File: config.mk
export PLATFORM = sky130hd
export DESIGN_NAME = joystick_velocity_conditioner_core
export DESIGN_NICKNAME = d
export VERILOG_FILES = /design/src/hdl/jvc_pkg.sv /design/src/hdl/jvc_regs.sv /design/src/hdl/jvc_ctrl.sv /design/src/hdl/jvc_dp.sv /design/src/hdl/joystick_velocity_conditioner_core.sv
export VERILOG_INCLUDE_DIRS = /design/src /design/src/hdl
export SDC_FILE = /design/constraint.sdc
export NUM_CORES = 2
export LEC_CHECK = 0
export BUFFER_PORTS_ARGS = -buffer_cell sky130_fd_sc_hd__buf_4
export CAP_MARGIN = 25
export CORE_UTILIZATION = 60
export DETAILED_ROUTE_END_ITERATION = 12
export PLACE_DENSITY = 0.78
export SLEW_MARGIN = 20
export SYNTH_ARGS = -nofsm -noshare
export SYNTH_HDL_FRONTEND = slang
export SYNTH_HIERARCHICAL = 1
export SYNTH_SLANG_ARGS = --single-unit
File: constraint.sdc
create_clock -name clk -period 15.05 [get_ports clk]
set_clock_uncertainty 0.2 [all_clocks]
set_input_delay 2.2575 -clock clk [delete_from_list [all_inputs] [get_ports clk]]
set_output_delay 2.2575 -clock clk [all_outputs]
set_load 0.05 [all_outputs]
File: src/hdl/joystick_velocity_conditioner_core_macros.svh
// assertion macros for the joystick velocity conditioner
// included by the modules that carry concurrent checks; no other dependencies
`ifndef JOYSTICK_VELOCITY_CONDITIONER_CORE_MACROS_SVH
`define JOYSTICK_VELOCITY_CONDITIONER_CORE_MACROS_SVH

`ifndef ASSERT_OFF
// check that is switched off while reset is asserted
`define JVC_ASSERT(lbl, ck, rn, prop) \
	lbl: assert property (@(posedge ck) disable iff (!rn) prop) \
	else $error("jvc assertion failed");
// check that also holds while reset is asserted
`define JVC_ASSERT_ALWAYS(lbl, ck, prop) \
	lbl: assert property (@(posedge ck) prop) \
	else $error("jvc assertion failed");
`else
`define JVC_ASSERT(lbl, ck, rn, prop)
`define JVC_ASSERT_ALWAYS(lbl, ck, prop)
`endif

`endif

File: src/hdl/jvc_pkg.sv
// shared types and constants of the joystick velocity conditioner
// used by every module of the block; no dependencies
package jvc_pkg;

	localparam int AXIS_W  = 16;
	localparam int SPEED_W = 15;
	localparam int GAIN_W  = 16;
	localparam int VEL_W   = 24;
	localparam int QUO_W   = 23;
	localparam int APB_AW  = 4;
	localparam int APB_DW  = 32;

	// slow limit = floor((4*max_speed + 5) / 10) via reciprocal 2^20/10, rounded up
	localparam int              SLOW_N_W   = 18;
	localparam int              SLOW_P_W   = 35;
	localparam int              SLOW_SHIFT = 20;
	localparam logic [16:0]     SLOW_RECIP = 17'd104858;

	localparam logic [0:0] CMD_SAMPLE = 1'b0;
	localparam logic [0:0] CMD_TICK   = 1'b1;

	localparam logic [1:0] KIND_DRIVE = 2'd0;
	localparam logic [1:0] KIND_ZERO  = 2'd1;
	localparam logic [1:0] KIND_STOP  = 2'd2;

	localparam logic [1:0] AXIS_X   = 2'd0;
	localparam logic [1:0] AXIS_Y   = 2'd1;
	localparam logic [1:0] AXIS_ROT = 2'd2;

	localparam logic [1:0] REG_MAX_SPEED   = 2'd0;
	localparam logic [1:0] REG_LINEAR_GAIN = 2'd1;
	localparam logic [1:0] REG_TURN_GAIN   = 2'd2;
	localparam logic [1:0] REG_TIMEOUT_MS  = 2'd3;

	localparam logic [SPEED_W-1:0] MAX_SPEED_RST   = 15'd32767;
	localparam logic [GAIN_W-1:0]  LINEAR_GAIN_RST = 16'd256;
	localparam logic [GAIN_W-1:0]  TURN_GAIN_RST   = 16'd256;
	localparam logic [15:0]        TIMEOUT_MS_RST  = 16'd150;

	typedef struct packed {
		logic                     cmd;
		logic signed [AXIS_W-1:0] axis_x;
		logic signed [AXIS_W-1:0] axis_y;
		logic signed [AXIS_W-1:0] axis_rot;
		logic                     enable_button;
		logic                     slow_button;
		logic [31:0]              time_ms;
	} in_t;

	typedef struct packed {
		logic [1:0]              kind;
		logic signed [VEL_W-1:0] lin_x;
		logic signed [VEL_W-1:0] lin_y;
		logic signed [VEL_W-1:0] ang_z;
	} out_t;

	typedef struct packed {
		logic [SPEED_W-1:0] max_speed;
		logic [GAIN_W-1:0]  linear_gain;
		logic [GAIN_W-1:0]  turn_gain;
		logic [15:0]        timeout_ms;
	} cfg_t;

	typedef struct packed {
		logic       load;
		logic       calc_lim;
		logic       tick;
		logic       push;
		logic       sq;
		logic       gain;
		logic       div_init;
		logic       div_step;
		logic       store;
		logic       emit;
		logic [1:0] axis;
	} cmd_t;

	typedef struct packed {
		logic is_tick;
		logic send;
		logic curve;
		logic div_done;
		logic out_free;
	} sts_t;

endpackage

File: src/hdl/jvc_regs.sv
// configuration register file on an apb-style port
// depends on jvc_pkg
module jvc_regs (
	input  logic                        clk,
	input  logic                        arst_n,
	input  logic                        psel,
	input  logic                        penable,
	input  logic                        pwrite,
	input  logic [jvc_pkg::APB_AW-1:0]  paddr,
	input  logic [jvc_pkg::APB_DW-1:0]  pwdata,
	output logic [jvc_pkg::APB_DW-1:0]  prdata,
	output logic                        pready,
	output jvc_pkg::cfg_t               cfg
);

	jvc_pkg::cfg_t cfg_q;
	logic          wr_en;
	logic [1:0]    reg_idx;

	assign pready  = 1'b1;
	assign wr_en   = psel & penable & pwrite;
	assign reg_idx = paddr[3:2];
	assign cfg     = cfg_q;

	always_ff @(posedge clk or negedge arst_n) begin
		if (!arst_n) begin
			cfg_q.max_speed   <= jvc_pkg::MAX_SPEED_RST;
			cfg_q.linear_gain <= jvc_pkg::LINEAR_GAIN_RST;
			cfg_q.turn_gain   <= jvc_pkg::TURN_GAIN_RST;
			cfg_q.timeout_ms  <= jvc_pkg::TIMEOUT_MS_RST;
		end else if (wr_en) begin
			case (reg_idx)
				jvc_pkg::REG_MAX_SPEED:   cfg_q.max_speed   <= pwdata[jvc_pkg::SPEED_W-1:0];
				jvc_pkg::REG_LINEAR_GAIN: cfg_q.linear_gain <= pwdata[jvc_pkg::GAIN_W-1:0];
				jvc_pkg::REG_TURN_GAIN:   cfg_q.turn_gain   <= pwdata[jvc_pkg::GAIN_W-1:0];
				jvc_pkg::REG_TIMEOUT_MS:  cfg_q.timeout_ms  <= pwdata[15:0];
				default: ;
			endcase
		end
	end

	always_comb begin
		case (reg_idx)
			jvc_pkg::REG_MAX_SPEED:   prdata = jvc_pkg::APB_DW'(cfg_q.max_speed);
			jvc_pkg::REG_LINEAR_GAIN: prdata = jvc_pkg::APB_DW'(cfg_q.linear_gain);
			jvc_pkg::REG_TURN_GAIN:   prdata = jvc_pkg::APB_DW'(cfg_q.turn_gain);
			jvc_pkg::REG_TIMEOUT_MS:  prdata = jvc_pkg::APB_DW'(cfg_q.timeout_ms);
			default:                  prdata = '0;
		endcase
	end

endmodule

File: src/hdl/jvc_ctrl.sv
// sequencing state machine: steps the datapath through one item at a time
// depends on jvc_pkg and the assertion macro header
`include "joystick_velocity_conditioner_core_macros.svh"

module jvc_ctrl (
	input  logic          clk,
	input  logic          arst_n,
	input  logic          item_valid,
	output logic          busy,
	input  jvc_pkg::sts_t sts,
	output jvc_pkg::cmd_t cmd
);

	localparam logic [3:0] ST_IDLE = 4'd0;
	localparam logic [3:0] ST_LIM  = 4'd1;
	localparam logic [3:0] ST_TICK = 4'd2;
	localparam logic [3:0] ST_PUSH = 4'd3;
	localparam logic [3:0] ST_SQ   = 4'd4;
	localparam logic [3:0] ST_GAIN = 4'd5;
	localparam logic [3:0] ST_DIVI = 4'd6;
	localparam logic [3:0] ST_DIV  = 4'd7;
	localparam logic [3:0] ST_EMIT = 4'd8;

	logic [3:0] state_q, state_d;
	logic [1:0] axis_q, axis_d;

	assign busy = (state_q != ST_IDLE);

	always_comb begin
		state_d  = state_q;
		axis_d   = axis_q;
		cmd      = '0;
		cmd.axis = axis_q;
		case (state_q)
			ST_IDLE: begin
				if (item_valid) begin
					cmd.load = 1'b1;
					state_d  = ST_LIM;
				end
			end
			ST_LIM: begin
				cmd.calc_lim = 1'b1;
				state_d      = sts.is_tick ? ST_TICK : ST_PUSH;
			end
			ST_TICK: begin
				cmd.tick = 1'b1;
				state_d  = sts.send ? ST_EMIT : ST_IDLE;
			end
			ST_PUSH: begin
				cmd.push = 1'b1;
				axis_d   = jvc_pkg::AXIS_X;
				if (sts.curve) begin
					state_d = ST_SQ;
				end else begin
					state_d = sts.send ? ST_EMIT : ST_IDLE;
				end
			end
			ST_SQ: begin
				cmd.sq  = 1'b1;
				state_d = ST_GAIN;
			end
			ST_GAIN: begin
				cmd.gain = 1'b1;
				state_d  = ST_DIVI;
			end
			ST_DIVI: begin
				cmd.div_init = 1'b1;
				state_d      = ST_DIV;
			end
			ST_DIV: begin
				if (sts.div_done) begin
					cmd.store = 1'b1;
					if (axis_q == jvc_pkg::AXIS_ROT) begin
						state_d = ST_EMIT;
					end else begin
						axis_d  = axis_q + 2'd1;
						state_d = ST_SQ;
					end
				end else begin
					cmd.div_step = 1'b1;
				end
			end
			ST_EMIT: begin
				if (sts.out_free) begin
					cmd.emit = 1'b1;
					state_d  = ST_IDLE;
				end
			end
			default: state_d = ST_IDLE;
		endcase
	end

	always_ff @(posedge clk or negedge arst_n) begin
		if (!arst_n) begin
			state_q <= ST_IDLE;
			axis_q  <= jvc_pkg::AXIS_X;
		end else begin
			state_q <= state_d;
			axis_q  <= axis_d;
		end
	end

	`JVC_ASSERT(a_emit_returns_idle, clk, arst_n, (state_q == ST_EMIT && sts.out_free) |=> (state_q == ST_IDLE))
	`JVC_ASSERT(a_rot_axis_emits, clk, arst_n, (state_q == ST_DIV && sts.div_done && axis_q == jvc_pkg::AXIS_ROT) |=> (state_q == ST_EMIT))
	`JVC_ASSERT(a_tick_branch, clk, arst_n, (state_q == ST_LIM && sts.is_tick) |=> (state_q == ST_TICK))

endmodule

File: src/hdl/jvc_dp.sv
// datapath: clamp, sliding window sums, square and gain multipliers shared by the axes,
// division by the window squared, dead man and link state, result register; uses jvc_pkg
module jvc_dp #(
	parameter int WINDOW = 4
) (
	input  logic          clk,
	input  logic          arst_n,
	input  jvc_pkg::in_t  item,
	input  jvc_pkg::cfg_t cfg,
	input  jvc_pkg::cmd_t cmd,
	output jvc_pkg::sts_t sts,
	input  logic          vel_stall,
	output logic          vel_valid,
	output jvc_pkg::out_t vel
);

	localparam int LOGW = (WINDOW > 1) ? $clog2(WINDOW) : 0;
	localparam bit POW2 = ((1 << LOGW) == WINDOW);
	localparam int K    = WINDOW * WINDOW;
	localparam int MW   = $clog2(32768 * WINDOW + 1);
	localparam int SW   = MW + 1;
	localparam int P1W  = 2 * MW;
	localparam int P2W  = P1W + jvc_pkg::GAIN_W;
	localparam int DW   = P2W - jvc_pkg::QUO_W;
	localparam logic [P2W-1:0] HALF = P2W'(K) << (jvc_pkg::QUO_W - 1);

	function automatic logic signed [15:0] clamp_axis(input logic signed [15:0] v,
		input logic [14:0] lim);
		logic signed [15:0] hi;
		logic signed [15:0] lo;
		hi = signed'({1'b0, lim});
		lo = -hi;
		if (v > hi) begin
			return hi;
		end else if (v < lo) begin
			return lo;
		end
		return v;
	endfunction

	jvc_pkg::in_t in_q;
	logic [jvc_pkg::SPEED_W-1:0] lim_q;

	logic signed [15:0] hx_q [WINDOW];
	logic signed [15:0] hy_q [WINDOW];
	logic signed [15:0] hr_q [WINDOW];
	logic signed [SW-1:0] sx_q, sy_q, sr_q;
	logic [31:0] last_stamp_q;
	logic        link_lost_q;
	logic        zero_sent_q;

	logic [1:0]                      kind_q;
	logic signed [jvc_pkg::VEL_W-1:0] lx_q, ly_q, az_q;
	logic [P1W-1:0] p1_q;
	logic [P2W-1:0] p2_q;
	logic           neg_q;

	logic                    vel_valid_q;
	jvc_pkg::out_t           vel_q;

	logic [jvc_pkg::SLOW_N_W-1:0] slow_n;
	logic [jvc_pkg::SLOW_P_W-1:0] slow_p;
	logic signed [15:0]           cx, cy;
	logic [31:0]                  age;
	logic                         lost;
	logic signed [SW-1:0]         sel, neg_sel;
	logic [MW-1:0]                mag;
	logic [jvc_pkg::GAIN_W-1:0]   gain_sel;
	logic [DW-1:0]                dvd;
	logic [jvc_pkg::QUO_W-1:0]    quo;
	logic                         div_done;
	logic [jvc_pkg::VEL_W-1:0]    quo_ext, res;

	// slow limit and clamped axes
	assign slow_n = jvc_pkg::SLOW_N_W'({cfg.max_speed, 2'b00}) + jvc_pkg::SLOW_N_W'(5);
	assign slow_p = jvc_pkg::SLOW_P_W'(slow_n) * jvc_pkg::SLOW_P_W'(jvc_pkg::SLOW_RECIP);
	assign cx     = clamp_axis(in_q.axis_x, lim_q);
	assign cy     = clamp_axis(in_q.axis_y, lim_q);

	// link watchdog, age wraps modulo 2^32
	assign age  = in_q.time_ms - last_stamp_q;
	assign lost = age > 32'(cfg.timeout_ms);

	always_comb begin
		case (cmd.axis)
			jvc_pkg::AXIS_X: sel = sx_q;
			jvc_pkg::AXIS_Y: sel = sy_q;
			default:         sel = sr_q;
		endcase
	end
	assign neg_sel  = -sel;
	assign mag      = sel[SW-1] ? neg_sel[MW-1:0] : sel[MW-1:0];
	assign gain_sel = (cmd.axis == jvc_pkg::AXIS_ROT) ? cfg.turn_gain : cfg.linear_gain;
	assign dvd      = p2_q[P2W-1:jvc_pkg::QUO_W];

	generate
		if (POW2) begin : g_shift
			assign quo      = jvc_pkg::QUO_W'(dvd >> (2 * LOGW));
			assign div_done = 1'b1;
		end else begin : g_recip
			localparam int TSH = $clog2(K + 1) - 1;
			localparam int RW  = $clog2(K + 1) + 2;
			localparam logic [23:0] RECIP = 24'((64'd1 << (TSH + 24)) / 64'(K));
			logic [23:0]   top;
			logic [47:0]   prod_q;
			logic [23:0]   est;
			logic [23:0]   est_q;
			logic [RW-1:0] rem_q;
			logic [1:0]    fix;
			logic          pend_q;

			// reciprocal estimate falls short by at most two, the remainder sets it right
			assign top = 24'(dvd >> TSH);
			assign est = prod_q[47:24];
			assign fix = (rem_q >= RW'(2 * K)) ? 2'd2 : ((rem_q >= RW'(K)) ? 2'd1 : 2'd0);

			always_ff @(posedge clk or negedge arst_n) begin
				if (!arst_n) begin
					pend_q <= 1'b0;
				end else if (cmd.div_init) begin
					pend_q <= 1'b1;
				end else if (cmd.div_step) begin
					pend_q <= 1'b0;
				end
			end

			always_ff @(posedge clk) begin
				if (cmd.div_init) begin
					prod_q <= 48'(top) * 48'(RECIP);
				end
				if (cmd.div_step) begin
					est_q <= est;
					rem_q <= RW'(dvd) - RW'(RW'(est) * RW'(K));
				end
			end

			assign quo      = jvc_pkg::QUO_W'(est_q + 24'(fix));
			assign div_done = !pend_q;
		end
	endgenerate

	// magnitude stays below 2^23, so no saturation is reachable
	assign quo_ext = jvc_pkg::VEL_W'(quo);
	assign res     = neg_q ? (-quo_ext) : quo_ext;

	// payload registers
	always_ff @(posedge clk) begin
		if (cmd.load) begin
			in_q <= item;
		end
		if (cmd.calc_lim) begin
			lim_q <= in_q.slow_button ? slow_p[jvc_pkg::SLOW_SHIFT +: jvc_pkg::SPEED_W]
				: cfg.max_speed;
		end
		if (cmd.tick) begin
			kind_q <= jvc_pkg::KIND_STOP;
		end
		if (cmd.push) begin
			kind_q <= in_q.enable_button ? jvc_pkg::KIND_DRIVE : jvc_pkg::KIND_ZERO;
		end
		if (cmd.tick || cmd.push) begin
			lx_q <= '0;
			ly_q <= '0;
			az_q <= '0;
		end
		if (cmd.sq) begin
			p1_q  <= P1W'(mag) * P1W'(mag);
			neg_q <= sel[SW-1];
		end
		if (cmd.gain) begin
			p2_q <= P2W'(p1_q) * P2W'(gain_sel) + HALF;
		end
		if (cmd.store) begin
			case (cmd.axis)
				jvc_pkg::AXIS_X: lx_q <= res;
				jvc_pkg::AXIS_Y: ly_q <= res;
				default:         az_q <= res;
			endcase
		end
		if (cmd.emit) begin
			vel_q.kind  <= kind_q;
			vel_q.lin_x <= lx_q;
			vel_q.lin_y <= ly_q;
			vel_q.ang_z <= az_q;
		end
	end

	// window history, running sums and link state
	always_ff @(posedge clk or negedge arst_n) begin
		if (!arst_n) begin
			for (int i = 0; i < WINDOW; i++) begin
				hx_q[i] <= '0;
				hy_q[i] <= '0;
				hr_q[i] <= '0;
			end
			sx_q         <= '0;
			sy_q         <= '0;
			sr_q         <= '0;
			last_stamp_q <= '0;
			link_lost_q  <= 1'b0;
			zero_sent_q  <= 1'b0;
		end else begin
			if (cmd.push) begin
				for (int i = 1; i < WINDOW; i++) begin
					hx_q[i] <= hx_q[i-1];
					hy_q[i] <= hy_q[i-1];
					hr_q[i] <= hr_q[i-1];
				end
				hx_q[0] <= cx;
				hy_q[0] <= cy;
				hr_q[0] <= in_q.axis_rot;
				sx_q <= sx_q + SW'(cx) - SW'(hx_q[WINDOW-1]);
				sy_q <= sy_q + SW'(cy) - SW'(hy_q[WINDOW-1]);
				sr_q <= sr_q + SW'(in_q.axis_rot) - SW'(hr_q[WINDOW-1]);
				last_stamp_q <= in_q.time_ms;
				if (in_q.enable_button) begin
					zero_sent_q <= 1'b0;
				end else if (!zero_sent_q && !link_lost_q) begin
					zero_sent_q <= 1'b1;
				end
			end
			if (cmd.tick) begin
				link_lost_q <= lost;
			end
		end
	end

	// output beat register
	always_ff @(posedge clk or negedge arst_n) begin
		if (!arst_n) begin
			vel_valid_q <= 1'b0;
		end else if (cmd.emit) begin
			vel_valid_q <= 1'b1;
		end else if (!vel_stall) begin
			vel_valid_q <= 1'b0;
		end
	end

	assign vel_valid = vel_valid_q;
	assign vel       = vel_q;

	assign sts.is_tick  = (in_q.cmd == jvc_pkg::CMD_TICK);
	assign sts.send     = sts.is_tick ? lost : (in_q.enable_button || !zero_sent_q);
	assign sts.curve    = in_q.enable_button;
	assign sts.div_done = div_done;
	assign sts.out_free = !vel_valid_q || !vel_stall;

endmodule

File: src/hdl/joystick_velocity_conditioner_core.sv
// top level of the joystick velocity conditioner
// depends on jvc_pkg, jvc_regs, jvc_ctrl and jvc_dp
//
//  channel  | handshake                    | payload
//  ---------+------------------------------+------------------------------
//  item     | item_valid / item_stall      | jvc_pkg::in_t: sample or tick
//  vel      | vel_valid  / vel_stall       | jvc_pkg::out_t: velocity beat
//  config   | psel penable pwrite / pready | paddr, pwdata, prdata
//
// one item at a time: a drive sample gives its beat after the square and gain multipliers
// and the window divide have stepped through the three axes, the divide taking a
// reciprocal step when WINDOW is not a power of two; ticks and released samples skip the
// curve and give a beat only when one is due, and the next item is taken once the controller is back in idle.
// reset clears the window history, sums, link state, the configuration registers and the
// beat valid flag; a stalled beat waits in the output register while the next item is accepted.
module joystick_velocity_conditioner_core #(
	parameter int WINDOW = 4
) (
	input  logic                       clk,
	input  logic                       arst_n,
	input  logic                       item_valid,
	output logic                       item_stall,
	input  jvc_pkg::in_t               item,
	output logic                       vel_valid,
	input  logic                       vel_stall,
	output jvc_pkg::out_t              vel,
	input  logic                       psel,
	input  logic                       penable,
	input  logic                       pwrite,
	input  logic [jvc_pkg::APB_AW-1:0] paddr,
	input  logic [jvc_pkg::APB_DW-1:0] pwdata,
	output logic [jvc_pkg::APB_DW-1:0] prdata,
	output logic                       pready
);

	jvc_pkg::cfg_t cfg;
	jvc_pkg::cmd_t cmd;
	jvc_pkg::sts_t sts;
	logic          busy;

	assign item_stall = busy;

	jvc_regs u_regs (
		.clk     (clk),
		.arst_n  (arst_n),
		.psel    (psel),
		.penable (penable),
		.pwrite  (pwrite),
		.paddr   (paddr),
		.pwdata  (pwdata),
		.prdata  (prdata),
		.pready  (pready),
		.cfg     (cfg)
	);

	jvc_ctrl u_ctrl (
		.clk        (clk),
		.arst_n     (arst_n),
		.item_valid (item_valid),
		.busy       (busy),
		.sts        (sts),
		.cmd        (cmd)
	);

	jvc_dp #(
		.WINDOW (WINDOW)
	) u_dp (
		.clk       (clk),
		.arst_n    (arst_n),
		.item      (item),
		.cfg       (cfg),
		.cmd       (cmd),
		.sts       (sts),
		.vel_stall (vel_stall),
		.vel_valid (vel_valid),
		.vel       (vel)
	);

endmodule
==> impl_metrics.json <==
{
  "grt_use_total": 0.283,
  "drc": 0,
  "drt_first_pass_iters": 6,
  "pin_count": 235,
  "required_ps": 15260,
  "grt_pass1_vias": 46371,
  "core_area_sq_mm": 0.104,
  "port-buffer-count": 199,
  "synth.cell_area_sq_mm": 0.0632,
  "cts_tree": "yes",
  "drv_slew": 0,
  "ys_warn_count": 6,
  "initial_utilization": 0.608,
  "cap_violations": 0,
  "worst_path_largest_cell_delay_ps": 690,
  "grt_max_degree": 197,
  "met1_length_microns": 60600,
  "fin_nets": 7831,
  "worstPathMaxFanout": 15,
  "die-area_sq_mm": 0.107,
  "seq_area_sq_mm": 0.0173,
  "setup_viol": 0,
  "relSlewSlack": 0.262,
  "clock.fmax_mhz": 96.1,
  "fp-row-count": 118,
  "clk_latency_ps": 670,
  "min_path_type": "reg2reg",
  "rsz0062_at_grt": "no",
  "final_util": 0.659,
  "gr-total-overflow": 0,
  "globalplace.congestion": 0.926,
  "antenna_found_initial": 2,
  "worstMarginPinSlew_ps": 1080,
  "grt_first_pass_wirelength_microns": 240000,
  "synthCells": 6202,
  "wl_met2_microns": 69800,
  "die_w_microns": 326,
  "routed_wl_microns": 146000,
  "ant_nets": 0,
  "wl_met3_microns": 11100,
  "highest_layer": "met5",
  "cp-end-kind": "flip-flop",
  "critPathTopFamily": "adder cells",
  "areaGrowthSynthToFinish_pct": 8.41,
  "clk_pin_slew_ps": 60,
  "initialDrtViolationCount": 3121,
  "finalCritPeriodShare": 0.691,
  "ctsResizeCount": 0,
  "die_h_microns": 326,
  "cts_buffers": 73,
  "crit_path_frequent_cell": "fa_1",
  "place_inst": 7627,
  "critPathBufInv": 7,
  "clockBufferDepth": 3,
  "htree_levels": 3,
  "finalSetupTns_ps": 0,
  "final_cells": 7767,
  "post_cts_buffers": 0,
  "syn_avg_cell_area_sq_um": 10.2,
  "arrival_ps": 10620,
  "cts.sinks": 658,
  "drive_above_1_share": 0.105,
  "hpwl_microns": 111000,
  "nFillCells": 7923,
  "cp-start-kind": "flip-flop",
  "multi_input_area_sq_mm": 0.0405,
  "crit_path_top_delay_cell": "a2111oi_0",
  "finalCriticalPeriod_ps": 10400,
  "status": "complete, no violations",
  "hold_viol": 0,
  "finalHoldWorstSlack_ps": 218,
  "vias": 43559,
  "root_buffer": "clkbuf_16",
  "crit_type": "reg2reg",
  "holdBufCountCts": 0,
  "wire_per_inst_microns": 18.8,
  "viasPerCell": 5.61
}
## flip-flops by register name, summed over array words and instances (netlist names), 4 cells and up
name,count
u_ctrl/state_q,4
u_dp/az_q,24
u_dp/hr_q,64
u_dp/hx_q,64
u_dp/hy_q,64
u_dp/in_q,81
u_dp/last_stamp_q,32
u_dp/lim_q,15
u_dp/lx_q,24
u_dp/ly_q,24
u_dp/p1_q,35
u_dp/p2_q,23
u_dp/sr_q,19
u_dp/sx_q,19
u_dp/sy_q,19
u_dp/vel,74
u_regs/cfg,63
## layout by cell type (no fill, tap or decap), types with 14 or more instances in the layout
| cell | instances |
|---|---|
| o211ai_1 | 14 |
| nand3_1 | 98 |
| o21bai_1 | 16 |
| fa_1 | 826 |
| buf_4 | 246 |
| mux4_2 | 15 |
| xor2_1 | 81 |
| clkbuf_16 | 76 |
| nor2_1 | 234 |
| mux2_1 | 38 |
| conb_1 | 30 |
| ha_1 | 555 |
| nand4_1 | 20 |
| inv_1 | 1211 |
| a21oi_1 | 211 |
| nand2_1 | 676 |
| xnor2_1 | 129 |
| a211oi_1 | 14 |
| or2_2 | 14 |
| a21o_1 | 66 |
| and3_1 | 27 |
| dfrtp_1 | 332 |
| mux2_4 | 20 |
| edfxtp_1 | 233 |
| nor3_1 | 35 |
| o21ai_0 | 250 |
| clkbuf_1 | 18 |
| o31ai_1 | 15 |
| nor2b_1 | 126 |
| dfxtp_1 | 72 |
| nand2b_1 | 41 |
| mux2_2 | 201 |
| o21a_1 | 27 |
| or3_1 | 17 |
| and2_1 | 89 |
| mux2i_1 | 48 |
| dfstp_2 | 21 |
## worst reg2reg max path, delay by kind of cell, from the launching register on
family / cells / cell delay [ps]
DFF: 1 / 620
and+or+nand+nor: 7 / 1760
buffers and inverters: 7 / 870
AOI/OAI and AO/OA: 8 / 2440
adders and majority gates: 8 / 3550
xor gates and xnor gates: 2 / 280
muxes: 1 / 440
## path summary, 6_finish.rpt
kind / startpoint / slack [ps] / endpoint / cells past startpoint
max in group asynchronous: arst_n / 11060 / u_regs/cfg[34]$_DFFE_PN0P_ / 3
max: u_ctrl/axis_q[0]$_DFFE_PN0P_ / 4650 / u_dp/p1_q[35]$_DFFE_PP_ / 33
min reg2reg: u_dp/kind_q[1]$_SDFFCE_PP0P_ / 220 / u_dp/vel[73]$_DFFE_PP_ / 0
min in group asynchronous: arst_n / 1390 / u_dp/hx_q[48]$_DFFE_PN0P_ / 1
min: u_dp/kind_q[1]$_SDFFCE_PP0P_ / 220 / u_dp/vel[73]$_DFFE_PP_ / 0
max reg2reg: u_ctrl/axis_q[0]$_DFFE_PN0P_ / 4650 / u_dp/p1_q[35]$_DFFE_PP_ / 33
## metal layers
layer  GRT usage  up-vias
met1       0.379    21737
met4      0.0897        2
li1            -    19976
met3      0.0551      295
met5           0        -
met2       0.466     1549
## cell type report
cell class / count / area share
inverter: 1221 / 0.0669
multi-input combinational: 4119 / 0.591
sequential: 658 / 0.253
antenna: 2 / 0.0000731
clock inverter: 36 / 0.00610
clock buffer: 100 / 0.0299
timing repair buffer: 251 / 0.0279
tap: 1380 / 0.0252
## through the flow
stage / area, sq um / setup WS [ps]
after floorplan: 63300 / 5940
after CTS: 68400 / 4730
final: 68500 / 4650
after detailed placement: 66000 / 4780
after global placement: 66000 / 4860
after global routing: 68500 / 4130
Power is not shown: default switching activity piles up to over one toggle a cycle in this logic, so the estimate is an artifact.
